File: src/design/bpls_pkg.sv
// Shared types and constants for the button press qualifier.
package bpls_pkg;

  localparam logic CMD_LEVEL = 1'b0;
  localparam logic CMD_TICK  = 1'b1;

  localparam logic [2:0] CFG_DEBOUNCE_TICKS  = 3'd0;
  localparam logic [2:0] CFG_LONG_PRESS_TICKS = 3'd1;
  localparam logic [2:0] CFG_PRESSED_LEVEL   = 3'd2;
  localparam logic [2:0] CFG_LONG_ENABLE     = 3'd3;
  localparam logic [2:0] CFG_SHIFTER_VALID   = 3'd4;
  localparam logic [2:0] CFG_SHIFTER_SELECT  = 3'd5;

  localparam logic [15:0] DEBOUNCE_RESET = 16'd50;
  localparam logic [15:0] LONG_RESET     = 16'd1000;

  typedef enum logic [1:0] {
    MODE_IDLE,
    MODE_DEBOUNCE,
    MODE_LONG,
    MODE_HOLD
  } mode_t;

  typedef enum logic [1:0] {
    ST_IDLE,
    ST_SCAN,
    ST_SECOND,
    ST_FLUSH
  } state_t;

  typedef struct packed {
    logic [2:0] button;
    logic       pressed;
    logic       shifted;
    logic       long_flag;
  } event_t;

  typedef struct packed {
    logic load_pin;
    logic step_en;
    logic push_second;
    logic flush;
  } ctl_cmd_t;

  typedef struct packed {
    logic [1:0] ev_cnt;
    logic       push_ok;
    logic       out_free;
    logic       hold_v;
  } dp_stat_t;

endpackage

File: src/design/button_press_longpress_shift.sv
// Top level of the button qualifier: debounce, long press and shift events for a small keypad.
//
//   port group  direction  word
//   in_*        input      command, button_index, level
//   out_*       output     event_button, pressed, shifted, long_flag, last
//   cfg_*       input      register index and write data, no read-back
//
// A level-change word is taken in ST_IDLE, which it does not leave. A tick word starts a scan
// that visits each button (NUM_BUTTONS, at most 8) in turn over the shared expire logic, with
// a ST_SECOND step per press-and-release pair, and ends in ST_FLUSH; out_stall can hold it.
// rst_n is synchronous; it clears all timers, levels and marks and loads register defaults.
// in_stall is high from the cycle after a tick is taken until ST_FLUSH is left; out_stall
// holds the sequencer whenever an event cannot move into the output register.
module button_press_longpress_shift import bpls_pkg::*; #(
  parameter int NUM_BUTTONS = 8
) (
  input  logic        clk,
  input  logic        rst_n,
  input  logic        cfg_we,
  input  logic [2:0]  cfg_index,
  input  logic [23:0] cfg_wdata,
  input  logic        in_valid,
  output logic        in_stall,
  input  logic        in_command,
  input  logic [2:0]  in_button_index,
  input  logic        in_level,
  output logic        out_valid,
  input  logic        out_stall,
  output logic [2:0]  out_event_button,
  output logic        out_pressed,
  output logic        out_shifted,
  output logic        out_long_flag,
  output logic        out_last
);

  localparam int NB = (NUM_BUTTONS < 8) ? NUM_BUTTONS : 8;
  localparam int IW = (NB > 1) ? $clog2(NB) : 1;

  ctl_cmd_t      cmd;
  dp_stat_t      stat;
  logic [IW-1:0] idx;
  event_t        out_ev;

  bpls_ctrl #(
    .NB(NB),
    .IW(IW)
  ) u_ctrl (
    .clk       (clk),
    .rst_n     (rst_n),
    .in_valid  (in_valid),
    .in_command(in_command),
    .in_stall  (in_stall),
    .stat      (stat),
    .cmd       (cmd),
    .idx       (idx)
  );

  bpls_dp #(
    .NB(NB),
    .IW(IW)
  ) u_dp (
    .clk            (clk),
    .rst_n          (rst_n),
    .cfg_we         (cfg_we),
    .cfg_index      (cfg_index),
    .cfg_wdata      (cfg_wdata),
    .in_button_index(in_button_index),
    .in_level       (in_level),
    .cmd            (cmd),
    .idx            (idx),
    .stat           (stat),
    .out_stall      (out_stall),
    .out_valid      (out_valid),
    .out_ev         (out_ev),
    .out_last       (out_last)
  );

  assign out_event_button = out_ev.button;
  assign out_pressed      = out_ev.pressed;
  assign out_shifted      = out_ev.shifted;
  assign out_long_flag    = out_ev.long_flag;

endmodule

File: src/design/bpls_ctrl.sv
// Sequencer: accepts words, walks all buttons on a tick, orders event pushes and the final flush.
module bpls_ctrl import bpls_pkg::*; #(
  parameter int NB = 8,
  parameter int IW = 3
) (
  input  logic          clk,
  input  logic          rst_n,
  input  logic          in_valid,
  input  logic          in_command,
  output logic          in_stall,
  input  dp_stat_t      stat,
  output ctl_cmd_t      cmd,
  output logic [IW-1:0] idx
);

  state_t        state_r, state_nxt;
  logic [IW-1:0] idx_r, idx_nxt;
  logic          at_end;

  assign idx    = idx_r;
  assign at_end = (idx_r == IW'(NB - 1));

  always_ff @(posedge clk) begin
    if (!rst_n) begin
      state_r <= ST_IDLE;
      idx_r   <= '0;
    end else begin
      state_r <= state_nxt;
      idx_r   <= idx_nxt;
    end
  end

  always_comb begin
    state_nxt = state_r;
    idx_nxt   = idx_r;
    cmd       = '0;
    in_stall  = 1'b1;
    unique case (state_r)
      ST_IDLE: begin
        in_stall = 1'b0;
        if (in_valid) begin
          if (in_command == CMD_TICK) begin
            state_nxt = ST_SCAN;
            idx_nxt   = '0;
          end else begin
            cmd.load_pin = 1'b1;
          end
        end
      end
      ST_SCAN: begin
        if (stat.ev_cnt == 2'd0 || stat.push_ok) begin
          cmd.step_en = 1'b1;
          if (stat.ev_cnt == 2'd2) begin
            state_nxt = ST_SECOND;
          end else if (at_end) begin
            state_nxt = ST_FLUSH;
          end else begin
            idx_nxt = idx_r + 1'b1;
          end
        end
      end
      ST_SECOND: begin
        if (stat.push_ok) begin
          cmd.push_second = 1'b1;
          if (at_end) begin
            state_nxt = ST_FLUSH;
          end else begin
            state_nxt = ST_SCAN;
            idx_nxt   = idx_r + 1'b1;
          end
        end
      end
      ST_FLUSH: begin
        if (!stat.hold_v) begin
          state_nxt = ST_IDLE;
        end else if (stat.out_free) begin
          cmd.flush = 1'b1;
          state_nxt = ST_IDLE;
        end
      end
      default: state_nxt = ST_IDLE;
    endcase
  end

endmodule

File: src/design/bpls_dp.sv
// Datapath: configuration, per-button timers and levels, event hold and output registers.
module bpls_dp import bpls_pkg::*; #(
  parameter int NB = 8,
  parameter int IW = 3
) (
  input  logic          clk,
  input  logic          rst_n,
  input  logic          cfg_we,
  input  logic [2:0]    cfg_index,
  input  logic [23:0]   cfg_wdata,
  input  logic [2:0]    in_button_index,
  input  logic          in_level,
  input  ctl_cmd_t      cmd,
  input  logic [IW-1:0] idx,
  output dp_stat_t      stat,
  input  logic          out_stall,
  output logic          out_valid,
  output event_t        out_ev,
  output logic          out_last
);

  logic [15:0] deb_r, long_r;
  logic [7:0]  plm_r, len_r, shv_r;
  logic [23:0] sel_r;

  logic        pin_r    [NB];
  logic        pin_nxt  [NB];
  logic        stab_r   [NB];
  logic        stab_nxt [NB];
  logic [15:0] cnt_r    [NB];
  logic [15:0] cnt_nxt  [NB];
  mode_t       mode_r   [NB];
  mode_t       mode_nxt [NB];
  logic        lpend_r  [NB];
  logic        lpend_nxt[NB];
  logic        su_r     [NB];
  logic        su_nxt   [NB];

  event_t hold_r, hold_nxt;
  logic   hold_v_r, hold_v_nxt;
  event_t out_r, out_nxt;
  logic   out_last_r, out_last_nxt;
  logic   out_valid_r, out_valid_nxt;
  logic   sec_sh_r, sec_sh_nxt;

  logic [2:0]    sel_s;
  logic          sv;
  logic [IW-1:0] si;
  logic          down, sdown, su_set;
  logic          en, is_shift, hold_mode, lp;
  logic          active, expire, start_long, was_long, quiet, shifted;
  logic [15:0]   cnt_dec;
  logic [1:0]    ev_cnt;
  event_t        ev0, new_ev;
  logic          clr_su;
  logic          push_new, out_free, push_ok;
  logic [IW-1:0] lb;
  logic          lb_ok;

  always_ff @(posedge clk) begin
    if (!rst_n) begin
      deb_r  <= DEBOUNCE_RESET;
      long_r <= LONG_RESET;
      plm_r  <= '0;
      len_r  <= '0;
      shv_r  <= '0;
      sel_r  <= '0;
    end else if (cfg_we) begin
      unique case (cfg_index)
        CFG_DEBOUNCE_TICKS:   deb_r  <= cfg_wdata[15:0];
        CFG_LONG_PRESS_TICKS: long_r <= cfg_wdata[15:0];
        CFG_PRESSED_LEVEL:    plm_r  <= cfg_wdata[7:0];
        CFG_LONG_ENABLE:      len_r  <= cfg_wdata[7:0];
        CFG_SHIFTER_VALID:    shv_r  <= cfg_wdata[7:0];
        CFG_SHIFTER_SELECT:   sel_r  <= cfg_wdata;
        default: ;
      endcase
    end
  end

  always_comb begin
    sel_s   = sel_r[3*idx +: 3];
    sv      = shv_r[idx] && ({1'b0, sel_s} < 4'(NB));
    si      = sel_s[IW-1:0];
    down    = (pin_r[idx] == plm_r[idx]);
    sdown   = (si == idx) ? down : (stab_r[si] == plm_r[si]);
    su_set  = sv && sdown;
    en      = len_r[idx];
    is_shift = 1'b0;
    for (int i = 0; i < NB; i++) begin
      if (shv_r[i] && sel_r[3*i +: 3] == 3'(idx)) begin
        is_shift = 1'b1;
      end
    end
    hold_mode  = !en && is_shift;
    lp         = en || hold_mode;
    active     = (mode_r[idx] == MODE_DEBOUNCE) || (mode_r[idx] == MODE_LONG);
    cnt_dec    = (cnt_r[idx] != 16'd0) ? cnt_r[idx] - 16'd1 : cnt_r[idx];
    expire     = active && (cnt_dec == 16'd0);
    start_long = lp && !lpend_r[idx] && down;
    was_long   = lpend_r[idx];
    quiet      = su_r[idx] || (su_set && si == idx);
    shifted    = su_set;

    ev_cnt        = 2'd0;
    ev0.button    = 3'(idx);
    ev0.pressed   = 1'b1;
    ev0.shifted   = shifted;
    ev0.long_flag = 1'b0;
    clr_su        = 1'b0;
    if (expire && !start_long) begin
      if (was_long) begin
        if (!down) begin
          ev_cnt = quiet ? 2'd0 : 2'd2;
          clr_su = 1'b1;
        end else begin
          ev_cnt        = quiet ? 2'd0 : 2'd1;
          ev0.long_flag = 1'b1;
        end
      end else begin
        ev_cnt        = quiet ? 2'd0 : 2'd1;
        ev0.pressed   = down;
        ev0.long_flag = lp;
        clr_su        = 1'b1;
      end
    end
  end

  assign lb    = in_button_index[IW-1:0];
  assign lb_ok = ({1'b0, in_button_index} < 4'(NB));

  always_comb begin
    pin_nxt   = pin_r;
    stab_nxt  = stab_r;
    cnt_nxt   = cnt_r;
    mode_nxt  = mode_r;
    lpend_nxt = lpend_r;
    su_nxt    = su_r;
    if (cmd.load_pin && lb_ok) begin
      pin_nxt[lb]  = in_level;
      mode_nxt[lb] = MODE_DEBOUNCE;
      cnt_nxt[lb]  = (deb_r != 16'd0) ? deb_r : 16'd1;
    end
    if (cmd.step_en && active) begin
      cnt_nxt[idx] = cnt_dec;
      if (expire) begin
        stab_nxt[idx] = pin_r[idx];
        mode_nxt[idx] = MODE_IDLE;
        if (su_set) begin
          su_nxt[si] = 1'b1;
        end
        if (start_long) begin
          lpend_nxt[idx] = 1'b1;
          if (hold_mode) begin
            mode_nxt[idx] = MODE_HOLD;
          end else begin
            mode_nxt[idx] = MODE_LONG;
            cnt_nxt[idx]  = (long_r != 16'd0) ? long_r : 16'd1;
          end
        end else begin
          lpend_nxt[idx] = 1'b0;
          if (clr_su) begin
            su_nxt[idx] = 1'b0;
          end
        end
      end
    end
  end

  always_ff @(posedge clk) begin
    if (!rst_n) begin
      for (int i = 0; i < NB; i++) begin
        pin_r[i]   <= 1'b0;
        stab_r[i]  <= 1'b0;
        cnt_r[i]   <= '0;
        mode_r[i]  <= MODE_IDLE;
        lpend_r[i] <= 1'b0;
        su_r[i]    <= 1'b0;
      end
    end else begin
      pin_r   <= pin_nxt;
      stab_r  <= stab_nxt;
      cnt_r   <= cnt_nxt;
      mode_r  <= mode_nxt;
      lpend_r <= lpend_nxt;
      su_r    <= su_nxt;
    end
  end

  assign out_free = !out_valid_r || !out_stall;
  assign push_ok  = !hold_v_r || out_free;
  assign push_new = (cmd.step_en && ev_cnt != 2'd0) || cmd.push_second;

  always_comb begin
    new_ev           = ev0;
    if (cmd.push_second) begin
      new_ev.button    = 3'(idx);
      new_ev.pressed   = 1'b0;
      new_ev.shifted   = sec_sh_r;
      new_ev.long_flag = 1'b0;
    end
    hold_nxt      = hold_r;
    hold_v_nxt    = hold_v_r;
    out_nxt       = out_r;
    out_last_nxt  = out_last_r;
    out_valid_nxt = out_valid_r && out_stall;
    sec_sh_nxt    = sec_sh_r;
    if (cmd.step_en && ev_cnt == 2'd2) begin
      sec_sh_nxt = shifted;
    end
    if (push_new) begin
      if (hold_v_r) begin
        out_nxt       = hold_r;
        out_last_nxt  = 1'b0;
        out_valid_nxt = 1'b1;
      end
      hold_nxt   = new_ev;
      hold_v_nxt = 1'b1;
    end else if (cmd.flush) begin
      out_nxt       = hold_r;
      out_last_nxt  = 1'b1;
      out_valid_nxt = 1'b1;
      hold_v_nxt    = 1'b0;
    end
  end

  always_ff @(posedge clk) begin
    if (!rst_n) begin
      hold_v_r    <= 1'b0;
      out_valid_r <= 1'b0;
    end else begin
      hold_v_r    <= hold_v_nxt;
      out_valid_r <= out_valid_nxt;
    end
  end

  always_ff @(posedge clk) begin
    hold_r     <= hold_nxt;
    out_r      <= out_nxt;
    out_last_r <= out_last_nxt;
    sec_sh_r   <= sec_sh_nxt;
  end

  assign stat.ev_cnt   = ev_cnt;
  assign stat.push_ok  = push_ok;
  assign stat.out_free = out_free;
  assign stat.hold_v   = hold_v_r;

  assign out_valid = out_valid_r;
  assign out_ev    = out_r;
  assign out_last  = out_last_r;

endmodule
File: config.mk
export PLATFORM = sky130hd
export DESIGN_NAME = button_press_longpress_shift
export DESIGN_NICKNAME = d
export VERILOG_FILES = /design/src/design/bpls_pkg.sv /design/src/design/button_press_longpress_shift.sv /design/src/design/bpls_ctrl.sv /design/src/design/bpls_dp.sv
export SDC_FILE = /design/constraint.sdc
export NUM_CORES = 1
export LEC_CHECK = 0
export ABC_AREA = 1
export BUFFER_PORTS_ARGS = -buffer_cell sky130_fd_sc_hd__buf_2
export CAP_MARGIN = 10
export CELL_PAD_IN_SITES_DETAIL_PLACEMENT = 1
export CELL_PAD_IN_SITES_GLOBAL_PLACEMENT = 1
export CORE_ASPECT_RATIO = 2
export CORE_MARGIN = 2
export CORE_UTILIZATION = 45
export CTS_BUF_LIST = sky130_fd_sc_hd__clkbuf_4
export CTS_CLUSTER_DIAMETER = 200
export CTS_CLUSTER_SIZE = 40
export DETAILED_ROUTE_END_ITERATION = 8
export GPL_ROUTABILITY_DRIVEN = 1
export PLACE_DENSITY_LB_ADDON = 0.1
export SYNTH_ARGS = -nofsm -noshare
export SYNTH_HDL_FRONTEND = slang
export SYNTH_SLANG_ARGS = --single-unit
File: constraint.sdc
create_clock -name clk -period 4.7 [get_ports clk]
set_input_delay 1.175 -clock clk [delete_from_list [all_inputs] [get_ports clk]]
set_output_delay 1.175 -clock clk [all_outputs]
set_load 0.01 [all_outputs]
==> flow_metrics.py, run 1 <==
metrics = {
    "outcome": {
        "outcome": "completed",
    },
    "clock_network": {
        "clkTransAtPathRegs_ns": 0.44,
        "clk_latency_ns": 0.85,
        "numCtsBuffers": 10,
        "clock_sinks": 277,
        "htreeDepth": 1,
        "cts_tree": "built",
        "cts_root_buf": "clkbuf_4",
        "cts_max_path_buffers": 3,
    },
    "power_and_ir_drop": {
        "p_total_mw": 8.43,
        "p_sw_frac": 0.548,
        "ir_drop_mv": 0.319,
        "power_frac_comb": 0.588,
        "leakagePower_nw": 8.25,
        "power.internal_mw": 3.81,
        "p_clk_frac": 0.104,
        "p_switching_mw": 4.62,
        "seq_power_share": 0.307,
        "power.density_nw_per_um2": 512,
    },
    "logic_synthesis": {
        "yosysWarnings": 0,
        "netlist_area_um2": 15700,
        "synth-simple-area-share": 0.364,
        "ys.flop_type": "dfxtp_1",
        "ys_seq_elements": 277,
        "syn-instance-count": 2556,
        "synthMuxAreaShare": 0,
        "synth_xor_area_frac": 0.00724,
        "async_flop_share": 0,
        "synth.largest_area_cell": "dfxtp_1",
        "yosysMostFrequentCell": "nand2_1",
        "synth_top_family_by_area": "simple AND/OR/NAND/NOR gates",
        "synth_edf_count": 14,
        "ys_seq_area_frac": 0.362,
        "syn_nets": 2601,
        "synthAdderAreaFrac": 0.00637,
        "synth_top_area_share": 0.335,
        "avgSynthCellArea_um2": 6.15,
        "synthTopCellsByArea": "dfxtp_1 33%, nand2_1 20%, nor2_1 10%, o21ai_0 8.8%, inv_1 5.2%",
        "synth_common_cells": "831 x nand2_1, 437 x nor2_1, 275 x o21ai_0",
        "synth-compound-area-share": 0.163,
        "yosysUniqueCellTypes": 55,
    },
    "sta": {
        "worstMarginPinSlew_ns": 1.17,
        "grt_setup_unrepaired": "false",
        "setup_viol": 0,
        "fin_skew_ns": 0.0500,
        "tns_ns": 0,
        "period_share": 0.943,
        "maxSlewHeadroom": 0.216,
        "setup_slack_ns": 0.267,
        "finalCriticalPeriod_ns": 4.43,
        "report.final.slew_viol_count": 0,
        "report.final.hold_viol_count": 0,
        "whs_ns": 0.446,
        "fmax_mhz": 226,
    },
    "drt": {
        "wl_per_cell_um": 22.0,
        "drc": 0,
        "drt-pass1-iter-count": 5,
        "drtIter0Drc": 882,
        "wl_um": 65400,
        "num_vias": 16969,
        "ant_nets": 0,
        "vias_per_cell": 5.70,
    },
    "grt": {
        "met2_usage": 0.660,
        "gr-usage-met1": 0.362,
        "antenna_found_initial": 1,
        "grt_max_degree": 134,
        "grt_pass1_wl_um": 99400,
        "grt.overflow.total": 0,
        "grt_pass1_vias": 17772,
        "grt_util_all_layers": 0.360,
        "grt_use_met3": 0.0368,
        "grt.busiest_layer": "met2",
    },
    "placed_design": {
        "portBuffers": 45,
        "place_inst": 2961,
        "place_ws_ns": -0.0723,
        "place_congestion": 1.03,
        "dp_hpwl_um": 47700,
        "place_area_um2": 16300,
    },
    "critical_path": {
        "cp_cell_sequence": "inv_1, buf_4, nor2_1, buf_4, nand2_1, inv_1, a22oi_1, nand4_1, xnor2_1, buf_4, a21oi_2, nand3_1, nor2_2, nand4_2, o21bai_1, o21ai_0, a21oi_2",
        "critical_path_class": "flop to flop",
        "crit_buf_inv": 5,
        "setup.worst_path.start_class": "flop",
        "crit_slowest_cell": "dfxtp_1",
        "cpPeakStageDelay_ns": 0.41,
        "crit_fanout": 11,
        "required_ns": 5.26,
        "crit_path_end_kind": "flop",
        "crit_family": "compound AO/OA/AOI/OAI gates",
        "cp.arrival_ns": 4.99,
        "cp_common_cell": "buf_4",
    },
    "floorplanning": {
        "coreArea_um2": 34400,
        "die_w_um": 136,
        "pin_count": 46,
        "rows": 96,
        "initial_core_util": 0.458,
        "dieHeight_um": 268,
        "die_area_um2": 36500,
    },
    "cells_and_area": {
        "fin_util": 0.479,
        "final.fill_count": 4852,
        "layout.nets": 2578,
        "final_area_um2": 16500,
        "fin_cells": 2977,
        "drive_above_1_share": 0.0690,
        "synthToLayoutAreaGrowth_pct": 4.74,
    },
    "worst_hold_path": {
        "hold_path_class": "flop to flop",
    },
    "flow_run": {
        "cap_violations": 0,
    },
}
flip-flops by register name, indices dropped and copies added, names as in the netlist, 6 cells and up, named ones only:
| register | count |
|---|---|
| u_dp.stab_r | 8 |
| u_dp.plm_r | 8 |
| u_dp.sel_r | 24 |
| u_dp.shv_r | 8 |
| u_dp.hold_r | 6 |
| u_dp.mode_r | 16 |
| u_dp.su_r | 8 |
| u_dp.cnt_r | 128 |
| u_dp.deb_r | 16 |
| u_dp.out_ev | 6 |
| u_dp.long_r | 16 |
| u_dp.len_r | 8 |
| u_dp.pin_r | 8 |
layout make-up:
cell class,count,area [um^2],area share
diodes,1,2.50,0.000152
inverters,239,901,0.0547
flip-flops and latches,277,5690,0.345
well taps,441,552,0.0335
clock buffers,13,97.6,0.00593
clock inverters,1,5.00,0.000304
repair buffers,98,694,0.0422
multi-input cells,1907,8530,0.518
cell families after synthesis:
family / Yosys count
buf+inv: 372
xor+xnor: 13
compound gates: 459
simple gates: 1427
flops: 277
fa+ha+maj: 8
path summary, 6_finish.rpt:
kind | slack (ns) | startpoint | to | cells past startpoint
worst max-delay path | 0.27 | u_ctrl.idx[1] | u_dp.out_ev[5] | 17
worst min-delay path | 0.45 | u_dp.hold_r[0] | u_dp.out_ev[0] | 0
worst max register to register | 0.27 | u_ctrl.idx[1] | u_dp.out_ev[5] | 17
worst min register to register | 0.45 | u_dp.hold_r[0] | u_dp.out_ev[0] | 0
cells in the final DEF, fill, tap and decap left out, types with 5 or more instances in the layout:
cell type / netlist / routed
a221oi_1: 6 / 6
nor2_2: 9 / 13
clkinv_1: 13 / 13
nand4_1: 19 / 19
buf_6: 8 / 5
o21bai_1: 6 / 6
ha_1: 8 / 8
o21ai_4: 10 / 10
clkbuf_4: 0 / 13
buf_4: 14 / 45
nand2_1: 831 / 830
nor2_1: 437 / 433
nand2_2: 8 / 7
o21ai_0: 275 / 275
xnor2_1: 6 / 6
nand3_1: 80 / 80
inv_2: 8 / 8
inv_1: 218 / 217
nor3_1: 11 / 11
xor2_1: 7 / 7
edfxtp_1: 14 / 14
nor4_1: 10 / 10
o21ai_1: 8 / 8
a21oi_1: 104 / 103
buf_2: 27 / 44
o211ai_1: 9 / 9
o22ai_1: 18 / 18
dfxtp_1: 263 / 261
per-layer routing:
metal | part of all wire | routed length [um]
met1 | 0.36 | 23500
met5 | 0 | 0
met3 | 0.034 | 2260
met4 | 0.093 | 6060
met2 | 0.51 | 33500
worst register-to-register path, delay by kind of cell, from the launching register on:
family | cells | cell delay (ns)
AO/OA/AOI/OAI | 5 | 1.36
XOR/XNOR | 1 | 0.16
buffers and inverters | 5 | 1.27
flip-flops | 1 | 0.41
AND/OR/NAND/NOR | 6 | 1.00
power by group through the flow:
| stage | Clock [mW] | Combinational, mW | Sequential (mW) |
|---|---|---|---|
| 6_report | 0.880 | 4.96 | 2.59 |
| 5_1_grt | 0.964 | 5.32 | 2.60 |
| 4_1_cts | 0.908 | 4.87 | 2.60 |
| 3_5_place_dp | 0 | 4.85 | 2.63 |
| 3_3_place_gp | 0 | 4.78 | 2.62 |
| 2_1_floorplan | 0 | 3.18 | 2.57 |
what timing repair did:
| action | 4_1_cts | 5_1_grt |
|---|---|---|
| hold buffers | 0 | 0 |
| buffers inserted | 0 | 1 |
| endpoints found under the setup margin | 8 | 114 |
| gates resized for setup | 2 | 11 |
| pin swaps | 0 | 0 |
| hold endpoints to repair | 0 | 0 |
Power figures use the tool's default switching activity.
==> run 2, diff against run 1 <==
- CORE_UTILIZATION: 45 -> 41
- clock period: 4.7 -> 3.9 ns (I/O delays scaled with it)
==> flow_metrics.py, run 2 (synthesis results as in run 1) <==
metrics = {
    "critical_path": {
        "r2r-end": "u_dp.cnt_r[7]",
        "rrSetupSlack_ns": 0.17,
        "required_ns": 4.72,
        "crit_family": "simple AND/OR/NAND/NOR gates",
        "crit_buf_inv": 7,
        "critical_path_class": "flop to flop",
        "crit_path_end_kind": "flop",
        "cp_common_cell": "nand2_1",
        "reg2reg_from": "u_ctrl.idx[0]",
        "setup.worst_path.start_class": "flop",
        "cpPeakStageDelay_ns": 0.49,
        "crit_fanout": 24,
        "rr_worst_depth": 27,
        "cp.arrival_ns": 4.55,
        "crit_slowest_cell": "dfxtp_4",
    },
    "placed_design": {
        "place_congestion": 0.976,
        "portBuffers": 45,
        "dp_hpwl_um": 50700,
        "place_inst": 3054,
    },
    "sta": {
        "setup_viol": 0,
        "tns_ns": 0,
        "maxSlewHeadroom": 0.294,
        "whs_ns": 0.357,
        "report.final.slew_viol_count": 0,
        "period_share": 0.957,
        "finalCriticalPeriod_ns": 3.73,
        "fin_skew_ns": 0.0609,
        "report.final.hold_viol_count": 0,
        "worstMarginPinSlew_ns": 1.05,
        "fmax_mhz": 268,
    },
    "cells_and_area": {
        "drive_above_1_share": 0.107,
        "top_register": "u_dp.cnt_r",
        "reg.largest.list": "u_dp.cnt_r: 128 flops, u_dp.sel_r: 24 flops",
        "fin_cells": 3090,
        "synthToLayoutAreaGrowth_pct": 11.6,
        "largest_register_ffs": 128,
        "final_cell_mix": "826 x nand2_1, 426 x nor2_1, 274 x o21ai_0",
        "layout.nets": 2667,
        "final.fill_count": 5216,
        "final_common_cell": "nand2_1",
    },
    "floorplanning": {
        "dieHeight_um": 281,
        "die_area_um2": 40000,
        "pin_count": 46,
        "initial_core_util": 0.415,
        "die_w_um": 142,
        "rows": 101,
        "coreArea_um2": 37900,
    },
    "drt": {
        "m1WireLength_um": 24600,
        "wl_per_cell_um": 22.1,
        "wl_um": 68300,
        "ant_nets": 0,
        "drc": 0,
        "num_vias": 17078,
        "route.met3.wl_um": 1970,
        "top_layer_used": "met4",
        "vias_per_cell": 5.53,
        "route.met2.wl_um": 36100,
        "drtIter0Drc": 781,
        "drt-pass1-iter-count": 5,
    },
    "power_and_ir_drop": {
        "power_frac_comb": 0.634,
        "ir_drop_mv": 0.492,
        "p_sw_frac": 0.516,
        "power.internal_mw": 5.51,
        "seq_power_share": 0.273,
        "leakagePower_nw": 8.81,
        "p_clk_frac": 0.093,
        "power.density_nw_per_um2": 650,
        "p_switching_mw": 5.89,
    },
    "grt": {
        "grt_pass1_vias": 17600,
        "grt_pass1_wl_um": 102000,
        "grt_max_degree": 101,
        "antenna_found_initial": 3,
        "grt_util_all_layers": 0.337,
        "grt.overflow.total": 0,
    },
    "worst_hold_path": {
        "hold_path_class": "input pin to flop",
        "hold_path_startpoint": "cfg_wdata[22]",
        "min_path_cells": 3,
        "min_to": "u_dp.sel_r[22]",
    },
    "outcome": {
        "outcome": "completed",
    },
    "clock_network": {
        "htreeDepth": 1,
        "cts_root_buf": "clkbuf_4",
        "cts_max_path_buffers": 3,
        "clock_sinks": 277,
        "numCtsBuffers": 10,
        "cts_tree": "built",
        "clkTransAtPathRegs_ns": 0.45,
        "clk_latency_ns": 0.84,
    },
    "flow_run": {
        "cap_violations": 0,
    },
}
-- run 2: metal layers --
metal | vias up | track usage
met2 | 407 | 0.634
li1 | 8179 | -
met4 | 0 | 0.237
met1 | 8299 | 0.344
met5 | - | 0
met3 | 193 | 0.0250
-- run 2: layout make-up --
cell class                 count  area [um^2]  area share
tap                          463          579      0.0330
timing repair buffer         186         1660      0.0944
clock buffer                  13         97.6     0.00556
multi-input combinational   1908         8610       0.491
antenna                        3         7.51    0.000428
sequential                   277         5690       0.324
clock inverter                 1         5.00    0.000285
inverter                     239          900      0.0513
-- run 2: what timing repair did --
action                     in CTS  in global routing
setup buffers                   1                 14
setup endpoints to repair     110                189
resized for setup               5                 33
hold buffers                    0                  0
pin swaps                       1                 11
cloned                          1                  3
-- run 2: worst max-delay path by stage --
stage	start	to	slack, ns	cells after the start
final	u_ctrl.idx[0]	u_dp.cnt_r[7]	0.17	27
after global routing	u_ctrl.idx[0]	u_dp.stab_r[7]	-0.03	28
after CTS	u_ctrl.idx[0]	u_dp.su_r[0]	0.006	24
after detailed placement	u_ctrl.idx[0]	u_ctrl.state_r[1]	-0.17	26
after global placement	u_ctrl.idx[0]	u_dp.out_last	-0.12	24
after floorplan	u_ctrl.idx[0]	u_dp.out_ev[0]	0.13	24
-- run 2: tightest hold or removal path: stages --
cell	delay, ns
buf_2	0.08
nor2_1	0.04
nor2_1	0.08
-- run 2: power by group through the flow --
| stage | Clock, mW | Sequential [mW] | Combinational, mW |
|---|---|---|---|
| detailed placement | 0 | 3.14 | 6.56 |
| finish | 1.06 | 3.11 | 7.23 |
| global route | 1.17 | 3.13 | 7.77 |
| CTS | 1.11 | 3.10 | 6.67 |
| floorplan | 0 | 3.09 | 3.83 |
| global placement | 0 | 3.13 | 6.51 |
-- run 2: metrics by stage --
step	total power, mW	utilization	area [um^2]	setup WS [ns]
3_3_place_gp	9.64	0.451	17100	-0.120
2_1_floorplan	6.92	-	15700	0.125
4_1_cts	10.9	0.455	17300	0.00610
5_1_grt	12.1	0.463	17500	-0.0287
6_report	11.4	0.463	17500	0.167
3_5_place_dp	9.70	0.451	17100	-0.165
==> run 3, diff against run 2 <==
- RECOVER_POWER: default -> 100
==> flow_metrics.py, run 3 (synthesis results as in run 1) <==
metrics = {
    "outcome": {
        "outcome": "completed",
    },
    "clock_network": {
        "cts_tree": "built",
        "cts_root_buf": "clkbuf_4",
        "clock_sinks": 277,
        "ctsHoldBuffers": 0,
        "htreeDepth": 1,
        "clk_latency_ns": 0.84,
        "numCtsBuffers": 10,
        "cts_max_path_buffers": 3,
        "clkTransAtPathRegs_ns": 0.39,
    },
    "power_and_ir_drop": {
        "leakagePower_nw": 8.75,
        "p_switching_mw": 5.88,
        "power.density_nw_per_um2": 651,
        "power.internal_mw": 5.51,
        "p_total_mw": 11.4,
        "seq_power_share": 0.273,
        "p_sw_frac": 0.516,
        "power_frac_comb": 0.634,
        "ir_drop_mv": 0.489,
        "p_clk_frac": 0.093,
    },
    "floorplanning": {
        "die_area_um2": 40000,
        "rows": 101,
        "die_w_um": 142,
        "dieHeight_um": 281,
        "coreArea_um2": 37900,
        "pin_count": 46,
        "initial_core_util": 0.415,
    },
    "worst_hold_path": {
        "hold_path_class": "input pin to flop",
        "min_path_cells": 3,
        "hold_path_startpoint": "cfg_wdata[22]",
        "min_to": "u_dp.sel_r[22]",
    },
    "sta": {
        "worstMarginPinSlew_ns": 1.44,
        "finalCriticalPeriod_ns": 3.71,
        "report.final.slew_viol_count": 0,
        "period_share": 0.951,
        "setup_viol": 0,
        "fin_skew_ns": 0.0685,
        "whs_ns": 0.363,
        "maxSlewHeadroom": 0.0423,
        "fmax_mhz": 270,
        "tns_ns": 0,
        "report.final.hold_viol_count": 0,
    },
    "critical_path": {
        "reg2reg_from": "u_ctrl.idx[0]",
        "critical_path_class": "flop to flop",
        "crit_start": "u_ctrl.idx[0]",
        "crit_family": "simple AND/OR/NAND/NOR gates",
        "rr_worst_depth": 25,
        "required_ns": 4.66,
        "crit_path_end_kind": "flop",
        "crit_fanout": 24,
        "rrSetupSlack_ns": 0.19,
        "r2r-end": "u_dp.su_r[0]",
        "cp.arrival_ns": 4.47,
        "crit_slowest_cell": "dfxtp_4",
        "cp_common_cell": "nand2_1",
        "crit_buf_inv": 6,
        "cpPeakStageDelay_ns": 0.49,
        "setup.worst_path.start_class": "flop",
    },
    "drt": {
        "num_vias": 17156,
        "wl_per_cell_um": 22.1,
        "drt-pass1-iter-count": 4,
        "vias_per_cell": 5.55,
        "drc": 0,
        "drtIter0Drc": 779,
        "ant_nets": 0,
        "wl_um": 68400,
    },
    "cells_and_area": {
        "drive_above_1_share": 0.0995,
        "top_register": "u_dp.cnt_r",
        "synthToLayoutAreaGrowth_pct": 11.3,
        "final_cell_mix": "826 x nand2_1, 426 x nor2_1, 274 x o21ai_0",
        "layout.nets": 2667,
        "largest_register_ffs": 128,
        "final_common_cell": "nand2_1",
        "fin_cells": 3090,
        "reg.largest.list": "u_dp.cnt_r: 128 flops, u_dp.sel_r: 24 flops",
        "fin_util": 0.462,
    },
    "grt": {
        "antenna_found_initial": 3,
        "grt_max_degree": 101,
        "grt_util_all_layers": 0.337,
        "grt_pass1_vias": 17600,
        "grt_pass1_wl_um": 102000,
        "grt.overflow.total": 0,
    },
    "placed_design": {
        "dp_hpwl_um": 50700,
        "portBuffers": 45,
        "place_congestion": 0.976,
        "place_inst": 3054,
    },
    "flow_run": {
        "cap_violations": 0,
    },
}
==> run 3: cell types whose count changed in the layout (fill, tap and decap cells not counted), sizes merged <==
cell	change
buf	-20
clkbuf	+20
==> run 3: worst max-delay path by stage <==
stage                     cells after the start                end
after CTS                                    24       u_dp.su_r[0]
after global placement                       24      u_dp.out_last
final                                        25       u_dp.su_r[0]
after detailed placement                     26  u_ctrl.state_r[1]
after floorplan                              24     u_dp.out_ev[0]
after global routing                         28     u_dp.stab_r[7]
==> run 3: routing by layer <==
| metal | global-route usage | up-vias | part of all wire | routed length (um) |
|---|---|---|---|---|
| met3 | 0.0250 | 190 | 0.027 | 1860 |
| met1 | 0.344 | 8366 | 0.36 | 24800 |
| li1 | - | 8184 | - | - |
| met4 | 0.237 | 0 | 0.081 | 5510 |
| met5 | 0 | - | 0 | 0 |
| met2 | 0.634 | 416 | 0.53 | 36200 |
==> run 3: final cells by class <==
type / count / area, um^2
Sequential cell: 277 / 5690
Multi-Input combinational cell: 1908 / 8610
Timing Repair Buffer: 186 / 1610
Clock buffer: 13 / 97.6
Inverter: 239 / 900
Tap cell: 463 / 579
Antenna cell: 3 / 7.51
Fill cell: 5214 / 20400
Clock inverter: 1 / 5.00
==> run 3: tightest hold or removal path, cell delays in order <==
cell and delay (ns):
buf_2 0.08, nor2_1 0.04, nor2_1 0.08
==> run 3: power by group through the flow <==
stage	logic (mW)	clock network, mW	registers (mW)
global placement	6.51	0	3.13
global route	7.76	1.17	3.13
CTS	6.67	1.11	3.10
detailed placement	6.56	0	3.14
floorplan	3.83	0	3.09
finish	7.21	1.06	3.11
==> run 3: repair_timing <==
action / CTS / global route
endpoints found under the setup margin: 110 / 189
setup buffers: 1 / 14
gates cloned: 1 / 3
pin swaps: 1 / 11
resized for setup: 5 / 33
==> run 3: stage by stage <==
stage | instance area [um^2] | worst slack, ns
floorplan | 15700 | 0.125
global placement | 17100 | -0.120
detailed placement | 17100 | -0.165
CTS | 17300 | 0.00610
global route | 17500 | -0.0287
finish | 17500 | 0.192
